[src/hw/rtl/assert_macros.svh]
// ----------------------------------------------------------------------------
// assert_macros.svh
// Concurrent assertion helpers shared by the formatter RTL.
// ----------------------------------------------------------------------------
`ifndef ASSERT_MACROS_SVH
`define ASSERT_MACROS_SVH

// Same-cycle implication, disabled during reset.
`define ASSERT_IMPL(label, clk, rst_n, ante, cons) \
    label: assert property (@(posedge clk) disable iff (!rst_n) (ante) |-> (cons)) \
        else $error("same-cycle implication violated");

// Next-cycle implication, disabled during reset.
`define ASSERT_NEXT(label, clk, rst_n, ante, cons) \
    label: assert property (@(posedge clk) disable iff (!rst_n) (ante) |=> (cons)) \
        else $error("next-cycle implication violated");

`endif

[src/hw/rtl/itoa_pkg.sv]
// ----------------------------------------------------------------------------
// itoa_pkg
// Shared types, character codes and helpers for the integer formatter.
// ----------------------------------------------------------------------------
package itoa_pkg;

    localparam logic [6:0] CHAR_ZERO    = 7'h30;
    localparam logic [6:0] CHAR_UPPER_A = 7'h41;
    localparam logic [6:0] CHAR_LOWER_A = 7'h61;
    localparam logic [6:0] CHAR_MINUS   = 7'h2D;

    localparam logic [4:0] RADIX_MIN = 5'd2;
    localparam logic [4:0] RADIX_MAX = 5'd16;
    localparam logic [4:0] RADIX_DEC = 5'd10;

    // Radix bits retired per division cycle.
    localparam int DIV_BITS_PER_CYC = 8;

    typedef struct packed {
        logic load;
        logic div_step;
        logic fetch;
        logic emit_sign;
        logic emit_pad;
        logic emit_digit;
    } dp_cmd_t;

    typedef struct packed {
        logic div_done;   // last division cycle of a digit, quotient is zero
        logic neg;
        logic pad_zero;
        logic idx_zero;
    } dp_stat_t;

    function automatic logic [6:0] digit_char(input logic [3:0] d, input logic upper);
        logic [6:0] c;
        if (d < 4'd10)
        begin
            c = CHAR_ZERO + 7'(d);
        end
        else
        begin
            c = (upper ? CHAR_UPPER_A : CHAR_LOWER_A) + 7'(d) - 7'd10;
        end
        return c;
    endfunction

endpackage

[src/hw/rtl/itoa_ctrl.sv]
// ----------------------------------------------------------------------------
// itoa_ctrl
// Sequencer: accept, digit division loop, digit fetch, then sign, pad, digits.
// ----------------------------------------------------------------------------
`include "assert_macros.svh"

module itoa_ctrl
    import itoa_pkg::*;
(
    input  logic     clk,
    input  logic     rst_n,
    input  logic     start,
    output logic     busy,
    output dp_cmd_t  cmd,
    input  dp_stat_t stat
);

    localparam logic [2:0] S_IDLE  = 3'd0;
    localparam logic [2:0] S_DIV   = 3'd1;
    localparam logic [2:0] S_FETCH = 3'd2;
    localparam logic [2:0] S_SIGN  = 3'd3;
    localparam logic [2:0] S_PAD   = 3'd4;
    localparam logic [2:0] S_DIGIT = 3'd5;

    logic [2:0] state_reg;
    logic [2:0] state_next;

    always_comb
    begin
        state_next = state_reg;
        cmd        = '0;
        case (state_reg)
            S_IDLE:
            begin
                if (start)
                begin
                    cmd.load   = 1'b1;
                    state_next = S_DIV;
                end
            end
            S_DIV:
            begin
                cmd.div_step = 1'b1;
                if (stat.div_done)
                begin
                    state_next = S_FETCH;
                end
            end
            S_FETCH:
            begin
                cmd.fetch  = 1'b1;
                state_next = stat.neg ? S_SIGN : S_PAD;
            end
            S_SIGN:
            begin
                cmd.emit_sign = 1'b1;
                state_next    = S_PAD;
            end
            S_PAD:
            begin
                if (stat.pad_zero)
                begin
                    state_next = S_DIGIT;
                end
                else
                begin
                    cmd.emit_pad = 1'b1;
                end
            end
            S_DIGIT:
            begin
                cmd.emit_digit = 1'b1;
                if (stat.idx_zero)
                begin
                    state_next = S_IDLE;
                end
            end
            default:
            begin
                state_next = S_IDLE;
            end
        endcase
    end

    always_ff @(posedge clk or negedge rst_n)
    begin
        if (!rst_n)
        begin
            state_reg <= S_IDLE;
        end
        else
        begin
            state_reg <= state_next;
        end
    end

    assign busy = (state_reg != S_IDLE);

    `ASSERT_IMPL(a_idle_quiet, clk, rst_n, state_reg == S_IDLE, !(cmd.div_step || cmd.fetch || cmd.emit_digit))
    `ASSERT_NEXT(a_load_divides, clk, rst_n, cmd.load, state_reg == S_DIV)
    `ASSERT_NEXT(a_sign_then_pad, clk, rst_n, cmd.emit_sign, state_reg == S_PAD)

endmodule

[src/hw/rtl/itoa_datapath.sv]
// ----------------------------------------------------------------------------
// itoa_datapath
// Radix divider (8 quotient bits per cycle), digit memory, character output.
// ----------------------------------------------------------------------------
`include "assert_macros.svh"

module itoa_datapath
    import itoa_pkg::*;
#(
    parameter int VALUE_BITS = 32,
    parameter int MAX_PAD    = 31
)
(
    input  logic                  clk,
    input  logic                  rst_n,
    input  logic [VALUE_BITS-1:0] value,
    input  logic [4:0]            radix,
    input  logic                  signed_mode,
    input  logic                  upper_case,
    input  logic [4:0]            pad_width,
    input  dp_cmd_t               cmd,
    output dp_stat_t              stat,
    output logic [6:0]            ascii_char,
    output logic                  last,
    output logic                  strobe
);

    localparam int DIV_CYC = (VALUE_BITS + DIV_BITS_PER_CYC - 1) / DIV_BITS_PER_CYC;
    localparam int DW      = DIV_CYC * DIV_BITS_PER_CYC;
    localparam int SW      = (DIV_CYC > 1) ? $clog2(DIV_CYC) : 1;
    localparam int AW      = $clog2(VALUE_BITS);
    localparam int CW      = $clog2(VALUE_BITS + 1);
    localparam int PW      = $clog2(MAX_PAD + 1);
    localparam int LW      = ((CW > PW) ? CW : PW) + 1;

    logic [DW-1:0]         mag_reg;
    logic [3:0]            rem_reg;
    logic [4:0]            base_reg;
    logic                  neg_reg;
    logic                  upper_reg;
    logic [PW-1:0]         pad_reg;
    logic [SW-1:0]         step_reg;
    logic [CW-1:0]         nd_reg;
    logic [AW-1:0]         rd_idx_reg;
    logic [PW-1:0]         pad_cnt_reg;
    logic [3:0]            rd_data_reg;
    logic [6:0]            char_reg;
    logic                  last_reg;
    logic                  strobe_reg;
    logic [3:0]            dig_mem [VALUE_BITS];

    logic [DW-1:0]         mag_next;
    logic [3:0]            rem_next;
    logic                  div_last;
    logic [4:0]            base_in;
    logic                  neg_in;
    logic [VALUE_BITS-1:0] mag_in;
    logic [LW-1:0]         len;
    logic [PW-1:0]         npad;
    logic                  wr_en;
    logic                  rd_en;
    logic [AW-1:0]         rd_addr;

    // Restoring division, one quotient bit per step; remainder stays below 16.
    always_comb
    begin
        logic [DW-1:0] m;
        logic [3:0]    r;
        logic [4:0]    t;
        m = mag_reg;
        r = rem_reg;
        for (int i = 0; i < DIV_BITS_PER_CYC; i++)
        begin
            t = {r, m[DW-1]};
            m = {m[DW-2:0], 1'b0};
            if (t >= base_reg)
            begin
                t    = t - base_reg;
                m[0] = 1'b1;
            end
            r = t[3:0];
        end
        mag_next = m;
        rem_next = r;
    end

    assign div_last = (step_reg == SW'(DIV_CYC - 1));
    // out-of-range radix falls back to decimal, sign included
    assign base_in  = ((radix < RADIX_MIN) || (radix > RADIX_MAX)) ? RADIX_DEC : radix;
    assign neg_in   = (base_in == RADIX_DEC) && signed_mode && value[VALUE_BITS-1];
    assign mag_in   = neg_in ? (~value + 1'b1) : value;

    assign len  = LW'(nd_reg) + LW'(neg_reg);
    assign npad = (LW'(pad_reg) > len) ? PW'(LW'(pad_reg) - len) : '0;

    assign wr_en   = cmd.div_step && div_last;
    assign rd_en   = cmd.fetch || (cmd.emit_digit && (rd_idx_reg != '0));
    assign rd_addr = cmd.fetch ? AW'(nd_reg - CW'(1)) : (rd_idx_reg - AW'(1));

    always_ff @(posedge clk)
    begin
        if (wr_en)
        begin
            dig_mem[nd_reg[AW-1:0]] <= rem_next;
        end
        if (rd_en)
        begin
            rd_data_reg <= dig_mem[rd_addr];
        end
    end

    // Operand and working payload
    always_ff @(posedge clk)
    begin
        if (cmd.load)
        begin
            mag_reg   <= DW'(mag_in);
            rem_reg   <= '0;
            neg_reg   <= neg_in;
            upper_reg <= upper_case;
            base_reg  <= base_in;
            pad_reg   <= (32'(pad_width) > 32'(MAX_PAD)) ? PW'(MAX_PAD) : PW'(pad_width);
        end
        else if (cmd.div_step)
        begin
            mag_reg <= mag_next;
            rem_reg <= div_last ? 4'd0 : rem_next;
        end
        if (cmd.emit_sign)
        begin
            char_reg <= CHAR_MINUS;
            last_reg <= 1'b0;
        end
        else if (cmd.emit_pad)
        begin
            char_reg <= CHAR_ZERO;
            last_reg <= 1'b0;
        end
        else if (cmd.emit_digit)
        begin
            char_reg <= digit_char(rd_data_reg, upper_reg);
            last_reg <= (rd_idx_reg == '0);
        end
    end

    // Counters and strobe
    always_ff @(posedge clk or negedge rst_n)
    begin
        if (!rst_n)
        begin
            step_reg    <= '0;
            nd_reg      <= '0;
            rd_idx_reg  <= '0;
            pad_cnt_reg <= '0;
            strobe_reg  <= 1'b0;
        end
        else
        begin
            strobe_reg <= cmd.emit_sign || cmd.emit_pad || cmd.emit_digit;
            if (cmd.load)
            begin
                step_reg <= '0;
                nd_reg   <= '0;
            end
            else if (cmd.div_step)
            begin
                if (div_last)
                begin
                    step_reg <= '0;
                    nd_reg   <= nd_reg + CW'(1);
                end
                else
                begin
                    step_reg <= step_reg + SW'(1);
                end
            end
            if (cmd.fetch)
            begin
                rd_idx_reg  <= AW'(nd_reg - CW'(1));
                pad_cnt_reg <= npad;
            end
            else
            begin
                if (cmd.emit_digit && (rd_idx_reg != '0))
                begin
                    rd_idx_reg <= rd_idx_reg - AW'(1);
                end
                if (cmd.emit_pad)
                begin
                    pad_cnt_reg <= pad_cnt_reg - PW'(1);
                end
            end
        end
    end

    // only looked at while dividing
    assign stat.div_done = div_last && (mag_next == '0);
    assign stat.neg      = neg_reg;
    assign stat.pad_zero = (pad_cnt_reg == '0);
    assign stat.idx_zero = (rd_idx_reg == '0);

    assign ascii_char = char_reg;
    assign last       = last_reg;
    assign strobe     = strobe_reg;

    `ASSERT_IMPL(a_cmd_onehot, clk, rst_n, 1'b1, $onehot0(cmd))
    `ASSERT_IMPL(a_digit_room, clk, rst_n, wr_en, nd_reg < CW'(VALUE_BITS))
    `ASSERT_NEXT(a_final_last, clk, rst_n, cmd.emit_digit && stat.idx_zero, strobe_reg && last_reg)

endmodule

[src/hw/rtl/integer_to_ascii_formatter.sv]
// ----------------------------------------------------------------------------
// integer_to_ascii_formatter
// Formats one integer as ASCII text: optional minus, zero pad, digits.
//
// Channel  | Handshake            | Payload
// ---------+----------------------+-------------------------------------------
// input    | start & !busy        | value, radix, signed_mode, upper_case,
//          |                      | pad_width
// result   | strobe (one cycle)   | ascii_char, last
//
// Per number: accept, one division pass per digit, digit fetch, optional sign,
// pad zeros, then the digits from most significant down.
// The iterative radix divider (8 quotient bits per cycle) forms each digit;
// characters follow once all digits are stored.
// busy is high from the accepted start until the last character is issued.
// Results cannot be stalled. rst_n clears control.
// ----------------------------------------------------------------------------
module integer_to_ascii_formatter
    import itoa_pkg::*;
#(
    parameter int VALUE_BITS = 32,
    parameter int MAX_PAD    = 31
)
(
    input  logic                  clk,
    input  logic                  rst_n,
    input  logic                  start,
    output logic                  busy,
    input  logic [VALUE_BITS-1:0] value,
    input  logic [4:0]            radix,
    input  logic                  signed_mode,
    input  logic                  upper_case,
    input  logic [4:0]            pad_width,
    output logic                  strobe,
    output logic [6:0]            ascii_char,
    output logic                  last
);

    dp_cmd_t  cmd;
    dp_stat_t stat;

    itoa_ctrl u_ctrl
    (
        .clk   (clk),
        .rst_n (rst_n),
        .start (start),
        .busy  (busy),
        .cmd   (cmd),
        .stat  (stat)
    );

    itoa_datapath
    #(
        .VALUE_BITS (VALUE_BITS),
        .MAX_PAD    (MAX_PAD)
    )
    u_datapath
    (
        .clk         (clk),
        .rst_n       (rst_n),
        .value       (value),
        .radix       (radix),
        .signed_mode (signed_mode),
        .upper_case  (upper_case),
        .pad_width   (pad_width),
        .cmd         (cmd),
        .stat        (stat),
        .ascii_char  (ascii_char),
        .last        (last),
        .strobe      (strobe)
    );

endmodule
[config.mk]
export PLATFORM = sky130hd
export DESIGN_NAME = integer_to_ascii_formatter
export DESIGN_NICKNAME = d
export VERILOG_FILES = /design/src/hw/rtl/itoa_pkg.sv /design/src/hw/rtl/itoa_ctrl.sv /design/src/hw/rtl/itoa_datapath.sv /design/src/hw/rtl/integer_to_ascii_formatter.sv
export VERILOG_INCLUDE_DIRS = /design/src /design/src/hw/rtl
export SDC_FILE = /design/constraint.sdc
export NUM_CORES = 1
export LEC_CHECK = 0
export ABC_AREA = 1
export BUFFER_PORTS_ARGS = -buffer_cell sky130_fd_sc_hd__buf_4
export CAP_MARGIN = 30
export CORE_UTILIZATION = 50
export DETAILED_ROUTE_END_ITERATION = 8
export PLACE_DENSITY = 0.71
export SLEW_MARGIN = 20
export SYNTH_ARGS = -nofsm -noshare
export SYNTH_HDL_FRONTEND = slang
export SYNTH_SLANG_ARGS = --single-unit
export TNS_END_PERCENT = 5
[constraint.sdc]
create_clock -name clk -period 10.3 [get_ports clk]
set_clock_uncertainty 0.1 [all_clocks]
set_input_delay 1.03 -clock clk [delete_from_list [all_inputs] [get_ports clk]]
set_output_delay 1.03 -clock clk [all_outputs]
set_load 0.02 [all_outputs]
# ---- Word level (Yosys, flattened, before mapping)
# Memory sizes are Yosys's and may differ from the RTL's. A register that Yosys moved wholly into a read port is not among the register bits.
# Index checks and enable logic that the tools add are counted.
dict set report classes {
  n_addsub 19
  n_lt_le_gt_ge 12
  eq_ne 11
  muxes 53
  bitwise 1
  n_reduce_logical 23
}
# cell n
set ops {}
lappend ops {{$mux W32} 3}
lappend ops {{$mux W5} 9}
lappend ops {{$ge A5 B5 Y1} 8}
lappend ops {{$mux W4} 9}
lappend ops {{$add A32 B1 Y32 const B} 1}
lappend ops {{$logic_not A32 Y1} 1}
lappend ops {{$not A32 Y32} 1}
lappend ops {{$sub A4 B4 Y4} 8}
lappend ops {{$mux W6} 4}
lappend ops {{$mux W1} 18}
lappend ops {{$pmux W3 S6} 1}
lappend ops {{$mux W3} 5}
lappend ops {{$sub A5 B1 Y5 const B} 3}
lappend ops {{$logic_not A5 Y1} 2}
lappend ops {{$reduce_bool A2 Y1} 5}
lappend ops {{$ne A2 B2 Y1 const B} 4}
lappend ops {{$add A6 B1 Y7} 1}
lappend ops {{$add A6 B4 Y7 const A} 1}
lappend ops {{$add A7 B4 Y7} 1}
lappend ops {{$gt A5 B7 Y1} 1}
lappend ops {{$mux W7} 1}
lappend ops {{$sub A7 B4 Y7 const B} 1}
lappend ops {{$add A6 B1 Y6 const B} 1}
lappend ops {{$eq A3 B2 Y1 const B} 2}
lappend ops {{other kinds (18)} 28}
dict set report totals {
  ff_bits 78
  mem_bits_rw 128
  in_bits 47
  out_inout_bits 10
  elab_cells 135
  memories 1
}
# name depth word_bits read_ports rd_clocked_by_memory_dff write_ports line
set memory_table {}
lappend memory_table {u_datapath.dig_mem 32 4 1 1 1 itoa_datapath.sv:50} ;# logic [3:0] dig_mem [VALUE_BITS];

# ---- Depth between registers and ports, before layout
dict set report depth {
  word_depth 20
  mapped_depth 75
  ltp_nobuf 75
}

# ---- Hierarchy
# Synthesis repeated with hierarchy kept, for this count alone.
dict set report unflattened {
  hier_cells 1488
  area_unflattened_um2 12480.7
}
# mod instances cells_each area_each_um2 seq_area_each_um2
set by_module_without_submodules {}
lappend by_module_without_submodules {itoa_datapath 1 1448 12226.7 6000.8}
lappend by_module_without_submodules {itoa_ctrl 1 40 254.0 75.1}

# ---- Least setup slack after synthesis
# OpenSTA, ideal clock, no wires.
dict set report synth_path {
  kind {reg-to-reg}
  startpoint {reg u_datapath.base_reg[1]}
  endpoint {mem u_datapath.dig_mem[0][0], data pin}
  setup_time_ps 464
  arrival_ps 9636
  t_required_ps 9736
  slack_ps 100
  stages_incl_launch_ff 65
  path_buffers 0
  synth_period_minus_slack_ps 10200
  cell_sequence {edfxtp_1 inv_1 ha_1 nand2_1 inv_1 nand3_1 nand4_1 o21ai_0 ha_1 nand2_1 inv_1 nand3_1 nand2_1 nor2_1 nand3_1 nand2_1 inv_1 ha_1 [... 29 more ...] nand2_1 o21ai_0 inv_1 ha_1 nand2_1 nand3b_1 nand4_1 inv_1 nand3_1 nand2_1 inv_1 ha_1 nand2_1 inv_1 nand3_1 nand2_1 nor2_1 o21ai_0}
}
dict set report synth_via {
  elab_chain_len 16
  elab_cells_between_ends 23
  cone_classes {add/sub: 7; order compare: 8; mux: 8}
}
# item line
set synth_rtl {}
lappend synth_rtl {{start: declaration} itoa_datapath.sv:38} ;# logic [4:0] base_reg;
lappend synth_rtl {{start signal: assignment} itoa_datapath.sv:121} ;# base_reg <= base_in;
lappend synth_rtl {{$sub A4 B4 Y4 / $ge A5 B5 Y1 (equally long branches)} {itoa_datapath.sv:78, itoa_datapath.sv:76}}
lappend synth_rtl {{$mux W4} itoa_datapath.sv:76} ;# if (t >= base_reg)
lappend synth_rtl {{$sub A4 B4 Y4 / $ge A5 B5 Y1 (equally long branches)} {itoa_datapath.sv:78, itoa_datapath.sv:76}}
lappend synth_rtl {{$mux W4} itoa_datapath.sv:76}
lappend synth_rtl {{$sub A4 B4 Y4 / $ge A5 B5 Y1 (equally long branches)} {itoa_datapath.sv:78, itoa_datapath.sv:76}}
lappend synth_rtl {{$mux W4} itoa_datapath.sv:76}
lappend synth_rtl {{$ge A5 B5 Y1 / $sub A4 B4 Y4 (equally long branches)} {itoa_datapath.sv:76, itoa_datapath.sv:78}}
lappend synth_rtl {{$mux W4} itoa_datapath.sv:76}
lappend synth_rtl {{$sub A4 B4 Y4 / $ge A5 B5 Y1 (equally long branches)} {itoa_datapath.sv:78, itoa_datapath.sv:76}}
lappend synth_rtl {{$mux W4} itoa_datapath.sv:76}
lappend synth_rtl {{$sub A4 B4 Y4 / $ge A5 B5 Y1 (equally long branches)} {itoa_datapath.sv:78, itoa_datapath.sv:76}}
lappend synth_rtl {{$mux W4} itoa_datapath.sv:76}
lappend synth_rtl {{$sub A4 B4 Y4 / $ge A5 B5 Y1 (equally long branches)} {itoa_datapath.sv:78, itoa_datapath.sv:76}}
lappend synth_rtl {{$mux W4} itoa_datapath.sv:76}
lappend synth_rtl {{$ge A5 B5 Y1 (*)} itoa_datapath.sv:76}
lappend synth_rtl {{$mux W4 (*)} itoa_datapath.sv:76}
lappend synth_rtl {{via u_datapath.rem_next[0]} itoa_datapath.sv:53} ;# logic [3:0] rem_next;
lappend synth_rtl {{end: declaration} itoa_datapath.sv:50}
# The timed path passes the listed nets; every way through them passes the cells marked *.

# ---- Worst setup path after layout
dict set report layout_path {
  startpoint {reg u_datapath.base_reg[1]}
  endpoint {reg u_ctrl.state_reg[1]}
}
dict set report layout_via {
  elab_chain_len 20
  elab_cells_between_ends 34
  cone_classes {add/sub: 7; order compare: 8; eq/ne: 1; mux: 15; reduce/logical: 3}
}
# item line
set layout_rtl {}
lappend layout_rtl {{$sub A4 B4 Y4 / $ge A5 B5 Y1 (equally long branches)} {itoa_datapath.sv:78, itoa_datapath.sv:76}}
lappend layout_rtl {{$mux W4} itoa_datapath.sv:76}
lappend layout_rtl {{$sub A4 B4 Y4 / $ge A5 B5 Y1 (equally long branches)} {itoa_datapath.sv:78, itoa_datapath.sv:76}}
lappend layout_rtl {{$mux W4} itoa_datapath.sv:76}
lappend layout_rtl {{$sub A4 B4 Y4 / $ge A5 B5 Y1 (equally long branches)} {itoa_datapath.sv:78, itoa_datapath.sv:76}}
lappend layout_rtl {{$mux W4} itoa_datapath.sv:76}
lappend layout_rtl {{$ge A5 B5 Y1 / $sub A4 B4 Y4 (equally long branches)} {itoa_datapath.sv:76, itoa_datapath.sv:78}}
lappend layout_rtl {{$mux W4} itoa_datapath.sv:76}
lappend layout_rtl {{[... 4 more ...]} n/a}
lappend layout_rtl {{$sub A4 B4 Y4 / $ge A5 B5 Y1 (equally long branches)} {itoa_datapath.sv:78, itoa_datapath.sv:76}}
lappend layout_rtl {{$mux W4} itoa_datapath.sv:76}
lappend layout_rtl {{$ge A5 B5 Y1} itoa_datapath.sv:76}
lappend layout_rtl {{$mux W1} itoa_datapath.sv:76}
lappend layout_rtl {{$logic_not A32 Y1 (*)} itoa_datapath.sv:197} ;# assign stat.div_done = div_last && (mag_next == '0);
lappend layout_rtl {{$logic_and A1 B1 Y1 (*)} itoa_datapath.sv:197}
lappend layout_rtl {{$ne A2 B2 Y1 (no source line) (*)} n/a}
lappend layout_rtl {{$reduce_and A4 Y1 (no source line) (*)} n/a}
lappend layout_rtl {{end signal: assignment} itoa_ctrl.sv:93} ;# state_reg <= state_next;
lappend layout_rtl {{end: declaration} itoa_ctrl.sv:25} ;# logic [2:0] state_reg;
# Mark *: on every way between the ends. The rest lies on a longest branch, timed or not.
# A chain may end at the register's enable or synchronous reset.

==> summary.md <==
| Metric | Value |
|---|---|
| Req. time, crit path | 10.63 ns |
| Grt total ovfl | 0 |
| Grt met2 use | 41.7% |
| Commonest cells after routing, fill and taps aside | 521 x nand2_1, 248 x inv_1, 180 x nand3_1, 176 x edfxtp_1, 135 x nor2_1 |
| Die W | 163 µm |
| Final setup fails | 0 |
| Max FFs per register | 128 |
| # IOs | 57 |
| Die H | 163 µm |
| Ant diodes | 0 |
| Pin count of the biggest net entering global routing | 66 |
| Share of cells above drive strength 1 | 8.06% |
| Max incr delay on CP | 0.39 ns |
| Post-synth EDFFs | 176 |
| CP startpoint kind | register |
| Worst Hold Class | in -> async |
| Placement row count | 58 |
| Top cell type's share of synthesized area | 40.6% |
| WL final | 31800 µm |
| Tot GR Track Use | 24.0% |
| Synth Net Count | 1748 |
| Most common cell after layout, fill and taps aside | nand2_1 |
| Routed Antenna Nets | 0 |
| Clock buffer depth | 3 |
| Crit. End Element | register |
| Avg WL per Cell | 15.5 µm |
| Synth unique cells | 43 |
| Clk slew on worst S/H paths | 0.06 ns |
| Gate Count Post-Synth | 1635 |
| # Max-Cap Violations | 0 |
| Sequential fraction of the synthesis area | 46.7% |
| Routability cong. | 0.889 |
| CTS Sinks | 210 |
| Area grow syn2layout | 12.5% |
| Detailed-route DRC error count | 0 |
| Slew headroom | 42.6% |
| Worst-margin pin slew | 0.855 ns |
| Syn avg cell area | 7.96 µm² |
| Setup tns final | 0 ns |
| Pre-antenna DRT Iters | 5 |
| Max-slew violation count | 0 |
| Mapped Area | 13000 µm² |
| Crit-path most repeated cell | nand2_1 |
| Starting density of the core | 51.4% |
| Initial antenna violation count | 0 |
| CP max stage cell | edfxtp_1 |
| Commonest register cell after synthesis | edfxtp_1 |
| CTS tree | built |
| CP Class | reg -> reg |
| Via-to-Cell Ratio | 5.28 |
| Vias in the first global route | 10100 |
| Critical path arrival | 9.71 ns |
| FFs w/ async S/R, synth | 10.5% |
| Placed insts | 1998 |
| Synth area leaders | edfxtp_1 41%, nand2_1 15%, inv_1 7.2% |
| Status | complete, no violations |
| Final Non-Filler Cells | 2043 |
| Met3 Use GR | 2.23% |
| Num CTS Buffers | 24 |
| Root Buffer | clkbuf_16 |
| Port Buffer Count | 56 |
| Core box area | 25300 µm² |
| Yosys reg bits | 210 |
| Layout Nets | 1808 |
| Synth warnings | 0 |
| Max Fanout on Critical Path | 7 |
| CTS HTree Levels | 1 |
| Die ar. | 26700 µm² |
| Vias | 10800 |
| Max Clk Rate | 107 MHz |
| DPL Wire Length | 22200 µm |
| Part of the cycle the worst path needs | 91.2% |
| Worst-Skew Late Latency | 0.51 ns |
| Met1 Usage GRT | 31.7% |
| Fin crit period | 9.39 ns |
| Post-synth top area cell | edfxtp_1 |
| First-iteration detailed-routing DRC count | 1022 |
| Hold-fix buffers, CTS | 0 |
| Final Hold Viols | 0 |
| GR peak layer | met2 |
| First-pass GRT wire length | 50500 µm |
-- stage by stage --
step | setup slack, ns | area (µm²) | hold WS, ns | util [%]
after floorplan | 0.100 | 13000 | 0.330 | -
after global placement | 0.215 | 13800 | 0.341 | 54.5
after detailed placement | -0.152 | 13800 | 0.343 | 54.6
after CTS | 0.119 | 14600 | 0.313 | 57.6
after global routing | -0.00932 | 14600 | 0.324 | 57.8
final | 0.911 | 14600 | 0.317 | 57.8
-- cell families (layout without fill, tap and decap cells) --
logic type / after synthesis / after routing / synth area share [%]
AOI/OAI and AO/OA: 79 / 79 / 3.53
xor gates and xnor gates: 44 / 44 / 2.96
adders and majority gates: 66 / 66 / 6.86
buffers and inverters: 296 / 374 / 8.92
DFF: 210 / 210 / 46.7
muxes: 1 / 1 / 0.0769
and+or+nand+nor: 939 / 939 / 31.0
-- critical path: cells and delay by family (launching register included) --
kind,cells,cell delay (ns)
fa+ha+maj,8,2.36
flops,1,0.39
simple gates,51,5.58
compound gates,2,0.46
buf+inv,5,0.46
-- worst paths after layout --
kind / startpoint / endpoint / slack, ns / cells after the start
max: u_datapath.base_reg[1]$_DFFE_PP_ / u_ctrl.state_reg[1]$_DFFE_PN0P_ / 0.91 / 66
min: rst_n / u_datapath.strobe$_DFF_PN0_ / 0.32 / 1
max reg2reg: u_datapath.base_reg[1]$_DFFE_PP_ / u_ctrl.state_reg[1]$_DFFE_PN0P_ / 0.91 / 66
min reg2reg: u_datapath.ascii_char[4]$_SDFFE_PP0P_ / u_datapath.ascii_char[4]$_SDFFE_PP0P_ / 0.35 / 2
max in group asynchronous: rst_n / u_ctrl.state_reg[1]$_DFFE_PN0P_ / 9.54 / 1
min in group clk: u_datapath.ascii_char[4]$_SDFFE_PP0P_ / u_datapath.ascii_char[4]$_SDFFE_PP0P_ / 0.35 / 2
-- metal layers --
metal,part of all wire [%],routed length [µm]
met3,4.5,1420
met4,2.2,685
met5,0,0
met1,44,13900
met2,50,15800
-- cells in the mapped netlist (all sizes together), types with 17 or more instances --
cell type  instances
buf               27
clkbuf            17
dfrtp             22
edfxtp           176
ha                57
inv              252
nand2            525
nand3            183
nand3b            41
nand4             24
nor2             144
o21ai             47
xor2              31
-- final cells by class --
cell class	count	area [µm²]
clock buffer	34	659
clock inverter	10	104
fill	2299	10700
inverter	252	946
multi-input combinational	1129	5830
sequential	210	6080
tap	330	413
timing repair buffer	78	617
-- what timing repair did --
item	CTS	global route
setup endpoints to repair	32	136
setup buffers	0	1
resized for setup	1	18
pin swaps	0	2
Power is left out: the tool's default activity adds up to more than one toggle a clock period on the data nets, which glitch-free logic cannot reach.
